===== config.mk =====
export PLATFORM = sky130hd
export DESIGN_NAME = percent_escape_decoder
export DESIGN_NICKNAME = d
export VERILOG_FILES = /design/src/hw/rtl/ped_pkg.sv /design/src/hw/rtl/percent_escape_decoder.sv /design/src/hw/rtl/ped_front.sv /design/src/hw/rtl/ped_queue.sv /design/src/hw/rtl/ped_back.sv
export SDC_FILE = /design/constraint.sdc
export NUM_CORES = 1
export LEC_CHECK = 0
export ABC_AREA = 0
export BUFFER_PORTS_ARGS = -buffer_cell sky130_fd_sc_hd__buf_2
export CAP_MARGIN = 20
export CELL_PAD_IN_SITES_DETAIL_PLACEMENT = 1
export CELL_PAD_IN_SITES_GLOBAL_PLACEMENT = 1
export CORE_UTILIZATION = 52
export DETAILED_ROUTE_END_ITERATION = 6
export GPL_ROUTABILITY_DRIVEN = 0
export GPL_TIMING_DRIVEN = 0
export PLACE_DENSITY_LB_ADDON = 0.1
export SLEW_MARGIN = 10
export SYNTH_ARGS = -nofsm -noshare
export SYNTH_HDL_FRONTEND = slang
export SYNTH_SLANG_ARGS = --single-unit

===== constraint.sdc =====
create_clock -name i_clk -period 5.25 [get_ports i_clk]
set_input_delay 1.05 -clock i_clk [delete_from_list [all_inputs] [get_ports i_clk]]
set_output_delay 1.05 -clock i_clk [all_outputs]
set_load 0.005 [all_outputs]

===== src/hw/rtl/ped_pkg.sv =====
`default_nettype none
// ----------------------------------------------------------------------------
// ped_pkg
// Types, character constants and hex helper shared by the percent-escape
// decoder modules.
// ----------------------------------------------------------------------------
package ped_pkg;

    localparam logic [7:0] PCT_CHAR = 8'h25;
    localparam logic [7:0] CH_0     = 8'h30;
    localparam logic [7:0] CH_9     = 8'h39;
    localparam logic [7:0] CH_LA    = 8'h61;
    localparam logic [7:0] CH_LF    = 8'h66;
    localparam logic [7:0] CH_UA    = 8'h41;
    localparam logic [7:0] CH_UF    = 8'h46;
    localparam logic [7:0] HEX_TEN  = 8'd10;

    // results one input item can cause
    localparam int unsigned MAX_RES = 3;

    typedef enum logic [1:0] {
        PH_IDLE = 2'd0,
        PH_PCT  = 2'd1,
        PH_DIG  = 2'd2
    } t_phase;

    typedef struct packed {
        logic [7:0] in_byte;
        logic       in_last;
    } t_in_item;

    typedef struct packed {
        logic [7:0] out_byte;
        logic       run_end;
        logic       string_end;
    } t_out_item;

    typedef struct packed {
        logic                  ok;
        logic [3:0]            val;
    } t_hex;

    // one classified input: up to three result bytes, oldest in slot 0
    typedef struct packed {
        logic [1:0]                cnt;
        logic [MAX_RES-1:0][7:0]   bytes;
        logic                      str_end;
    } t_cmd;

    function automatic t_hex hex_nibble(input logic [7:0] b);
        t_hex       h;
        logic [7:0] d;
        h = '0;
        d = '0;
        if (b >= CH_0 && b <= CH_9) begin
            d     = b - CH_0;
            h.ok  = 1'b1;
        end else if (b >= CH_LA && b <= CH_LF) begin
            d     = b - CH_LA + HEX_TEN;
            h.ok  = 1'b1;
        end else if (b >= CH_UA && b <= CH_UF) begin
            d     = b - CH_UA + HEX_TEN;
            h.ok  = 1'b1;
        end
        h.val = d[3:0];
        return h;
    endfunction

endpackage
`default_nettype wire


===== src/hw/rtl/percent_escape_decoder.sv =====
`default_nettype none
// ----------------------------------------------------------------------------
// percent_escape_decoder
// URL percent-decoding of a byte stream.
// ----------------------------------------------------------------------------
// One input byte is taken per cycle whenever full is low; full rises only when
// the DEPTH-entry command queue between the classifier and the serializer
// holds DEPTH commands. Each byte is classified in the cycle it is taken and
// yields zero to three result bytes, which leave one per cycle on the result
// side while pop is high and the queue is not empty. An input that yields
// k results holds the result side until all k are popped. A '%' plus two hex digits
// becomes one byte; a broken escape is passed on literally and any escape
// still open at in_last is flushed. run_end marks the last result caused by
// one input, string_end the final result of the string.
// ----------------------------------------------------------------------------
module percent_escape_decoder
    import ped_pkg::*;
#(
    parameter int unsigned DEPTH = 4
) (
    input  wire logic     i_clk,
    input  wire logic     i_rst_n,
    input  wire logic     push,
    output logic          full,
    input  wire t_in_item i_in,
    output logic          empty,
    input  wire logic     pop,
    output t_out_item     o_out
);

    logic cmd_valid;
    t_cmd cmd;
    t_cmd head;
    logic q_full;
    logic q_empty;
    logic q_rd;

    assign full = q_full;

    ped_front u_front (
        .i_clk       (i_clk),
        .i_rst_n     (i_rst_n),
        .i_push      (push),
        .i_in        (i_in),
        .i_q_full    (q_full),
        .o_cmd_valid (cmd_valid),
        .o_cmd       (cmd)
    );

    ped_queue #(
        .DEPTH (DEPTH)
    ) u_queue (
        .i_clk   (i_clk),
        .i_rst_n (i_rst_n),
        .i_wr    (cmd_valid),
        .i_cmd   (cmd),
        .i_rd    (q_rd),
        .o_full  (q_full),
        .o_empty (q_empty),
        .o_head  (head)
    );

    ped_back u_back (
        .i_clk     (i_clk),
        .i_rst_n   (i_rst_n),
        .i_q_empty (q_empty),
        .i_head    (head),
        .i_pop     (pop),
        .o_q_rd    (q_rd),
        .o_empty   (empty),
        .o_out     (o_out)
    );

endmodule
`default_nettype wire


===== src/hw/rtl/ped_front.sv =====
`default_nettype none
// ----------------------------------------------------------------------------
// ped_front
// Accepts raw bytes, tracks the escape phase and turns each transaction that
// yields a result into one command of up to three result bytes.
// ----------------------------------------------------------------------------
module ped_front
    import ped_pkg::*;
(
    input  wire logic     i_clk,
    input  wire logic     i_rst_n,
    input  wire logic     i_push,
    input  wire t_in_item i_in,
    input  wire logic     i_q_full,
    output logic          o_cmd_valid,
    output t_cmd          o_cmd
);

    t_phase     r_phase, n_phase;
    logic [7:0] r_held, n_held;
    logic       acc;
    t_hex       hx;
    t_hex       hh;
    logic       brk;
    t_cmd       cmd;

    assign acc = i_push && !i_q_full;
    assign hx  = hex_nibble(i_in.in_byte);
    assign hh  = hex_nibble(r_held);

    // escape broken or no escape pending: byte is handled as ordinary input
    always_comb begin
        case (r_phase)
            PH_PCT:  brk = !hx.ok;
            PH_DIG:  brk = !hx.ok;
            default: brk = 1'b1;
        endcase
    end

    // next state
    always_comb begin
        n_phase = r_phase;
        n_held  = r_held;
        if (!brk) begin
            if (r_phase == PH_PCT) begin
                n_phase = PH_DIG;
                n_held  = i_in.in_byte;
            end else begin
                n_phase = PH_IDLE;
                n_held  = '0;
            end
        end else begin
            n_held  = '0;
            n_phase = (i_in.in_byte == PCT_CHAR) ? PH_PCT : PH_IDLE;
        end
        if (i_in.in_last) begin
            n_phase = PH_IDLE;
            n_held  = '0;
        end
    end

    // outputs: bytes are appended in order
    always_comb begin
        cmd         = '0;
        cmd.str_end = i_in.in_last;
        if (brk) begin
            if (r_phase == PH_PCT || r_phase == PH_DIG) begin
                cmd.bytes[cmd.cnt] = PCT_CHAR;
                cmd.cnt            = cmd.cnt + 2'd1;
            end
            if (r_phase == PH_DIG) begin
                cmd.bytes[cmd.cnt] = r_held;
                cmd.cnt            = cmd.cnt + 2'd1;
            end
            if (i_in.in_byte != PCT_CHAR) begin
                cmd.bytes[cmd.cnt] = i_in.in_byte;
                cmd.cnt            = cmd.cnt + 2'd1;
            end
        end else if (r_phase == PH_DIG) begin
            cmd.bytes[cmd.cnt] = {hh.val, hx.val};
            cmd.cnt            = cmd.cnt + 2'd1;
        end
        // end of string flushes whatever escape is still open
        if (i_in.in_last) begin
            if (brk ? (i_in.in_byte == PCT_CHAR) : (r_phase == PH_PCT)) begin
                cmd.bytes[cmd.cnt] = PCT_CHAR;
                cmd.cnt            = cmd.cnt + 2'd1;
            end
            if (!brk && r_phase == PH_PCT) begin
                cmd.bytes[cmd.cnt] = i_in.in_byte;
                cmd.cnt            = cmd.cnt + 2'd1;
            end
        end
    end

    assign o_cmd       = cmd;
    assign o_cmd_valid = acc && (cmd.cnt != 2'd0);

    always_ff @(posedge i_clk) begin
        if (!i_rst_n) begin
            r_phase <= PH_IDLE;
            r_held  <= '0;
        end else if (acc) begin
            r_phase <= n_phase;
            r_held  <= n_held;
        end
    end

    // string end always closes the escape
    a_last_idle: assert property (@(posedge i_clk) disable iff (!i_rst_n)
        (acc && i_in.in_last) |=> (r_phase == PH_IDLE))
        else $error("escape still open after end of string");

    // a held digit exists only while one is pending
    a_held_clear: assert property (@(posedge i_clk) disable iff (!i_rst_n)
        (r_phase != PH_DIG) |-> (r_held == 8'd0))
        else $error("stale held digit");

    // end of string never drops out without a result
    a_last_res: assert property (@(posedge i_clk) disable iff (!i_rst_n)
        (acc && i_in.in_last) |-> o_cmd_valid)
        else $error("end of string produced no result");

endmodule
`default_nettype wire


===== src/hw/rtl/ped_queue.sv =====
`default_nettype none
// ----------------------------------------------------------------------------
// ped_queue
// Short command queue between the classifier and the result serializer.
// ----------------------------------------------------------------------------
module ped_queue
    import ped_pkg::*;
#(
    parameter int unsigned DEPTH = 4
) (
    input  wire logic i_clk,
    input  wire logic i_rst_n,
    input  wire logic i_wr,
    input  wire t_cmd i_cmd,
    input  wire logic i_rd,
    output logic      o_full,
    output logic      o_empty,
    output t_cmd      o_head
);

    localparam int unsigned AW = (DEPTH > 1) ? $clog2(DEPTH) : 1;
    localparam int unsigned CW = $clog2(DEPTH + 1);
    localparam logic [AW-1:0] LAST_PTR = AW'(DEPTH - 1);
    localparam logic [CW-1:0] FULL_CNT = CW'(DEPTH);

    t_cmd          r_mem [DEPTH];
    logic [AW-1:0] r_wptr, n_wptr;
    logic [AW-1:0] r_rptr, n_rptr;
    logic [CW-1:0] r_cnt, n_cnt;
    logic          wr_ok, rd_ok;

    assign o_full  = (r_cnt == FULL_CNT);
    assign o_empty = (r_cnt == '0);
    assign o_head  = r_mem[r_rptr];
    assign wr_ok   = i_wr && !o_full;
    assign rd_ok   = i_rd && !o_empty;

    always_comb begin
        n_wptr = r_wptr;
        n_rptr = r_rptr;
        n_cnt  = r_cnt;
        if (wr_ok) begin
            n_wptr = (r_wptr == LAST_PTR) ? '0 : r_wptr + AW'(1);
        end
        if (rd_ok) begin
            n_rptr = (r_rptr == LAST_PTR) ? '0 : r_rptr + AW'(1);
        end
        case ({wr_ok, rd_ok})
            2'b10:   n_cnt = r_cnt + CW'(1);
            2'b01:   n_cnt = r_cnt - CW'(1);
            default: n_cnt = r_cnt;
        endcase
    end

    always_ff @(posedge i_clk) begin
        if (wr_ok) begin
            r_mem[r_wptr] <= i_cmd;
        end
    end

    always_ff @(posedge i_clk) begin
        if (!i_rst_n) begin
            r_wptr <= '0;
            r_rptr <= '0;
            r_cnt  <= '0;
        end else begin
            r_wptr <= n_wptr;
            r_rptr <= n_rptr;
            r_cnt  <= n_cnt;
        end
    end

    a_no_overflow: assert property (@(posedge i_clk) disable iff (!i_rst_n)
        i_wr |-> !o_full)
        else $error("command written into full queue");

    a_cnt_range: assert property (@(posedge i_clk) disable iff (!i_rst_n)
        r_cnt <= FULL_CNT)
        else $error("queue count out of range");

endmodule
`default_nettype wire


===== src/hw/rtl/ped_back.sv =====
`default_nettype none
// ----------------------------------------------------------------------------
// ped_back
// Walks the head command byte by byte and presents each as a result item,
// marking the end of the run and of the string.
// ----------------------------------------------------------------------------
module ped_back
    import ped_pkg::*;
(
    input  wire logic i_clk,
    input  wire logic i_rst_n,
    input  wire logic i_q_empty,
    input  wire t_cmd i_head,
    input  wire logic i_pop,
    output logic      o_q_rd,
    output logic      o_empty,
    output t_out_item o_out
);

    logic [1:0] r_idx, n_idx;
    logic       at_last;
    logic       take;

    assign at_last = (r_idx == (i_head.cnt - 2'd1));
    assign take    = i_pop && !i_q_empty;
    assign o_q_rd  = take && at_last;
    assign o_empty = i_q_empty;

    assign o_out.out_byte   = i_head.bytes[r_idx];
    assign o_out.run_end    = at_last;
    assign o_out.string_end = at_last && i_head.str_end;

    always_comb begin
        n_idx = r_idx;
        if (take) begin
            n_idx = at_last ? 2'd0 : r_idx + 2'd1;
        end
    end

    always_ff @(posedge i_clk) begin
        if (!i_rst_n) begin
            r_idx <= '0;
        end else begin
            r_idx <= n_idx;
        end
    end

    // the byte index stays inside the head command
    a_idx_range: assert property (@(posedge i_clk) disable iff (!i_rst_n)
        !i_q_empty |-> (r_idx < i_head.cnt))
        else $error("result index past end of command");

endmodule
`default_nettype wire

Word level (Yosys, flattened, before mapping)
Memories as Yosys holds them, arrays and structs flattened. A register that Yosys moved wholly into a read port is not among the register bits.
Index checks and enable logic that the tools add are counted.
{ "word_totals": {"register_bits": 19, "ramBits": 108, "inputBits": 13, "memories": 1} }
{ "memory_table": {"columns": ["memory", "words", "width", "rd", "rd_ports_with_merged_regs", "write_ports", "line_no", "rtl"], "rows": [
  ["u_queue.r_mem", 4, 27, 1, 1, 1, "ped_queue.sv:26", "t_cmd r_mem [DEPTH];"]
]} }
{ "op_classes": {"n_addsub": 20, "order_cmp": 21, "eq_ne": 10, "mux": 55, "bitwise_logic": 3, "n_reduce_logical": 27} }
{ "ops": {"columns": ["cell", "count"], "rows": [
  ["two-way mux 26 bit", 7],
  ["two-way mux 8 bit", 11],
  ["bitwise mux 24 bit", 3],
  ["demux 8 bit (select 2 bit)", 4],
  [">= comparator 8 x 7 -> 1 bit, second input constant", 4],
  ["less-or-equal comparator 8 x 7 -> 1 bit, second input constant", 4],
  ["two-way mux 4 bit", 6],
  ["subtractor 4 x 1 -> 4 bit, second input constant", 6],
  ["two-way mux 2 bit", 10],
  ["logical AND 1 bit", 18],
  ["adder 4 bit, second input constant", 4],
  ["binary-select mux 8 bit (select 2 bit)", 1],
  [">= comparator 8 x 6 -> 1 bit, second input constant", 2],
  ["less-or-equal comparator 8 x 6 -> 1 bit, second input constant", 2],
  ["two-way mux 16 bit", 1],
  ["bitwise AND 15 bit", 1],
  ["< comparator 2 x 3 -> 1 bit, second input constant", 5],
  ["NOT 15 bit", 1],
  ["adder 2 x 1 -> 2 bit, second input constant", 7],
  ["two-way mux 1 bit", 10],
  ["bitwise OR 9 bit", 1],
  ["== test 2 bit, second input constant", 4],
  ["== test 8 x 6 -> 1 bit, second input constant", 1],
  [">= comparator 2 x 1 -> 1 bit, second input constant", 4],
  ["14 further kinds", 19]
]} }

Longest topological paths before layout
{ "depth": {"word_depth": 42, "mapped_depth": 20, "depth_no_buf": 19} }

Modules after synthesis
Synthesis repeated with hierarchy kept, for this count alone.
{ "unflattened": {"cells_unflattened": 464, "hier_area_um2": 6520.0} }
{ "by_module_without_submodules": {"columns": ["mod", "instances", "cells_per_inst", "area_each_um2", "seq_area_each_um2"], "rows": [
  ["ped_queue", 1, 197, 4438.0, 3423.3],
  ["ped_front", 1, 219, 1741.7, 200.2],
  ["ped_back", 1, 48, 340.3, 40.0]
]} }

Worst setup path after synthesis
Ideal clock, no wire load.
{ "synth_timing": {"kind": "input to register", "startpoint": "input port i_in[1] in the netlist's numbering", "endpoint": "register u_queue.r_cnt[2]", "setup_ns": 0.076, "arrival_ns": 4.416, "required_time_ns": 5.174, "slack_ns": 0.758, "path_stages": 19, "path_buffers": 1, "cell_sequence": "inv_1 -> ha_1 -> o21bai_1 -> nand2_1 -> nand3_1 -> a21o_1 -> o211ai_1 -> ha_1 -> o21ai_0 -> a32o_1 -> o21ba_1 -> buf_6 -> inv_1 -> ha_1 -> inv_1 -> fa_1 -> xor2_1 -> or3_1 -> a21boi_0"} }
{ "synth_lines": {"columns": ["item", "line_no", "rtl"], "rows": [
  ["start: declaration", "percent_escape_decoder.sv:25", "input wire t_in_item i_in,"],
  ["end signal: assignment", "ped_queue.sv:69", "r_cnt <= n_cnt;"],
  ["end: declaration", "ped_queue.sv:29", "logic [CW-1:0] r_cnt, n_cnt;"]
]} }

==> impl_results.md <==
* Setup Viol. Count Final at 0
* Clk pwr share at 0.414
* # rows at 39
* Die area at roughly 12000 um^2
* Fmax at 205 MHz
* Final hold viol count at 0
* Max cap viols at 0
* GRT Total Usage at 0.261
* Final WS setup at around 0.37 ns
* Vias per cell at a little over 6
* Slowest-stage cell, CP: ha_1
* Minimum clock period at roughly 5 ns
* Place WS at -0.0861 ns
* Initial Utilization at 0.539
* Grt total ovfl at 0
* Min-delay worst type: reg2reg
* Setup tns final at 0 ns
* Worst R2R Setup Slack at 1.05 ns
* Crit-path max FO at 7
* Critical path's largest stage delay at 0.40 ns
* Seq pwr share at 0.412
* Clk_lat worst skew at 0.42 ns
* Final total power at approximately 3 mW
* Synth Flop Type: edfxtp_1
* Period Utilization, post-route at 0.930
* Chip height at roughly 110 um
* Initial antenna violation count at 0
* Bufs and invs on worst path at 5
* FF-to-FF path depth at 18
* Combinational power share at 0.175
* Final nets at ~530
* RSZ-0062 raised after global routing: false
* Pwr dens at ~420 nW/um^2
* Cell variety after synth at 63
* PortBufs at 23
* Htree depth at 4
* Static leakage at roughly 2.5 nW
* DR WL/cell at 22.9 um
* RR Startpoint: u_front.r_phase[0]$_SDFFE_PN0P_
* Synth Warn # at 0
* DR pass1 iterations at 7
* Rel. slew slack at 0.370
* Post-synth EDFFs at between 100 and 150
* Critical path, cell by cell: buf_2 > inv_1 > ha_1 > o21bai_2 > nand2_1 > nand3_1 > a21o_1 > o211ai_1 > ha_1 > o21ai_0 > a32o_1 > o21ba_1 > buf_6 > inv_1 > ha_1 > inv_1 > fa_1 > xor2_1 > or3_1 > a21boi_0
* Area growth, synth to finish at 15.0%
* Largest net degree at the start of global routing at 28
* Worst setup path start: i_in[1]
* Hold Slack at about 0.5 ns
* Post-CTS Setup Inserts at 0
* Mapped Cells at between 400 and 500
* Setup Crit Path Kind: in2reg
* Switch share at 0.253
* Wirelength, routed at ~15000 um
* Top delay family on crit path: compound AO/OA/AOI/OAI gates
* Startpoint Class: input port
* Pins Over Slew Limit at 0
* DRC at 2
* Via count at slightly below 4000
* Clock skew at between 0.006 and 0.007 ns
* Vias in the first global route at ~4200
* First-pass GRT wire length at 23300 um
* DP HPWL at between 10000 and 15000 um
* Filler-free cell count of the finished design at 650
* Seq/Total Area, Yosys at 0.588
* Outcome: complete, but fails checks
* Ys async rst share at 0
* Die Wd at around 110 um
* CP endpoint kind: register
* CTS buffer count at 17
* WP data required at 5.59 ns
* Placed cell count at 618
* Layout cells sized above 1 at 0.215
* Internal power at around 2.2 mW
* Net Count, Synth at around 500
* Peak VDD IR at ~0.22 mV
* Cell Area, Synth at approximately 6200 um^2
* Worst-path clk slew at approximately 0.060 ns
* Initial drt markers at 307
* Clock root cell: clkbuf_16
* Mapped Avg Cell Area at 13.8 um^2
* Final ANT Viol Nets at 0
* Clk sink count at 129
* Number of diodes at 0
* Core area at around 12000 um^2
* TritonCTS clock tree: built
* Net Sw Power at between 0.7 and 0.8 mW
* Measured slew at the worst slew-check pin at between 0.9 and 1 ns
* WP data arrival at approximately 5.2 ns
* Num ports at 25
* CTS Buffer Depth at 2
* Number of synthesized register bits at about 130
* Crit path depth at 20
* Crit path to: u_queue.r_cnt[2]$_SDFFE_PN0P_
* Failing checks: design-rule violations
* Reg-to-reg endpoint: u_queue.r_cnt[2]$_SDFFE_PN0P_
[cell usage in the layout, fill, tap and decap left out, drive strengths merged, types with 6 or more instances in the layout]
cell    Yosys  layout
a21oi      12      12
a22o        7       7
a22oi      10      10
and2       13      13
buf        11      34
clkbuf     11      28
dfxtp      21      21
edfxtp    108     108
ha         21      21
inv        27      30
mux2i      13      13
mux4       27      27
nand2      35      35
nand2b      8       8
nor2       12      12
nor2b      12      12
o21ai      26      26
o22ai      13      13
xnor2       6       6
[sequential cells by signal, indices dropped and copies added, names as in the netlist, named ones only]
signal           cells
u_back.r_idx         2
u_queue.r_cnt        3
u_queue.r_mem      108
u_queue.r_wptr       2
u_queue.r_rptr       2
u_front.r_held       8
u_front.r_phase      2
[worst min-delay path, stage by stage, from the launching register on]
cell,delay [ns]
dfxtp_1,0.33
nand2_1,0.06
a21boi_1,0.07
[cell usage after synthesis, types with 2 or more instances]
library cell  count  area (um^2)
o21bai_1          2         15.0
o22ai_1          12         75.1
clkbuf_1         10         37.5
a22o_1            7         61.3
mux4_2           27          608
o21ai_1           3         15.0
buf_2             5         25.0
xor2_1            2         17.5
a221o_1           2         20.0
and2_1           12         75.1
a31o_2            2         17.5
nand3b_1          2         15.0
nor2b_1          12         75.1
nor3_1            3         15.0
buf_6             3         33.8
dfxtp_1          21          420
a22oi_1          10         75.1
inv_1            27          101
or3_1             3         18.8
nand3_1           4         20.0
a21oi_1          12         60.1
o21ai_0          23          115
buf_1             2         7.51
xnor2_1           5         43.8
nor4b_1           2         17.5
and3_1            5         31.3
mux2i_1          13          130
edfxtp_1        108         3240
nand2b_1          7         43.8
nand2_1          35          131
nor2_1           12         45.0
o311ai_0          2         17.5
ha_1             21          263
a31oi_1           3         18.8
a21boi_0          4         30.0
o211ai_1          2         15.0
[power groups by stage]
stage / clock network [mW] / logic [mW] / registers (mW)
floorplan: 0 / 0.364 / 1.24
global placement: 0 / 0.510 / 1.25
detailed placement: 0 / 0.528 / 1.25
CTS: 1.25 / 0.535 / 1.23
global route: 1.29 / 0.577 / 1.24
finish: 1.24 / 0.523 / 1.23
[per-stage QoR]
| stage | cell area, um^2 | utilization |
|---|---|---|
| 6_report | 7170 | 0.620 |
| 5_1_grt | 7170 | 0.620 |
| 4_1_cts | 7160 | 0.619 |
| 3_5_place_dp | 6530 | 0.565 |
| 3_3_place_gp | 6530 | 0.564 |
| 2_1_floorplan | 6230 | - |
[what timing repair did]
item / 4_1_cts / 5_1_grt
hold endpoints to repair: 0 / 0
setup endpoints to repair: 0 / 1
hold buffers: 0 / 0
gates resized for setup: 0 / 1
[worst min path at each step]
stage	startpoint	to	slack [ns]	cells after the start
final	u_queue.r_rptr[0]$_SDFFE_PN0P_	u_queue.r_rptr[0]$_SDFFE_PN0P_	0.51	2
after global routing	u_queue.r_rptr[0]$_SDFFE_PN0P_	u_queue.r_rptr[0]$_SDFFE_PN0P_	0.55	2
after CTS	u_queue.r_rptr[0]$_SDFFE_PN0P_	u_queue.r_rptr[0]$_SDFFE_PN0P_	0.51	2
after detailed placement	u_queue.r_wptr[1]$_SDFFE_PN0P_	u_queue.r_wptr[1]$_SDFFE_PN0P_	0.50	2
after global placement	u_queue.r_rptr[0]$_SDFFE_PN0P_	register	0.47	2
after floorplan	u_queue.r_rptr[0]$_SDFFE_PN0P_	register	0.46	2
[cell families (layout without fill, tap and decap cells)]
group / after synthesis / in the layout / synth area share
buffers and inverters: 49 / 104 / 0.0349
flip-flops: 129 / 129 / 0.588
AO/OA/AOI/OAI: 97 / 97 / 0.108
multiplexers: 40 / 40 / 0.118
AND/OR/NAND/NOR: 107 / 107 / 0.0928
XOR/XNOR: 8 / 8 / 0.0124
adder cells (fa/ha/maj): 22 / 22 / 0.0454
[final cells by class]
cell class                      instances  area (um^2)
Clock buffer                           17          425
Sequential cell                       129         3660
Buffer                                 22          116
Fill cell                            1108         4400
Multi-Input combinational cell        274         2360
Timing Repair Buffer                   23          115
Clock inverter                         15          208
Tap cell                              143          179
Inverter                               27          101
[routing by layer]
layer | GRT usage | routed length [um] | vias up
met3 | 0.0544 | 733 | 30
met5 | 0 | 0 | -
met1 | 0.324 | 6320 | 2018
met2 | 0.440 | 7490 | 117
met4 | 0.119 | 348 | 0
li1 | - | - | 1815
(Power assumes the default switching activity.)
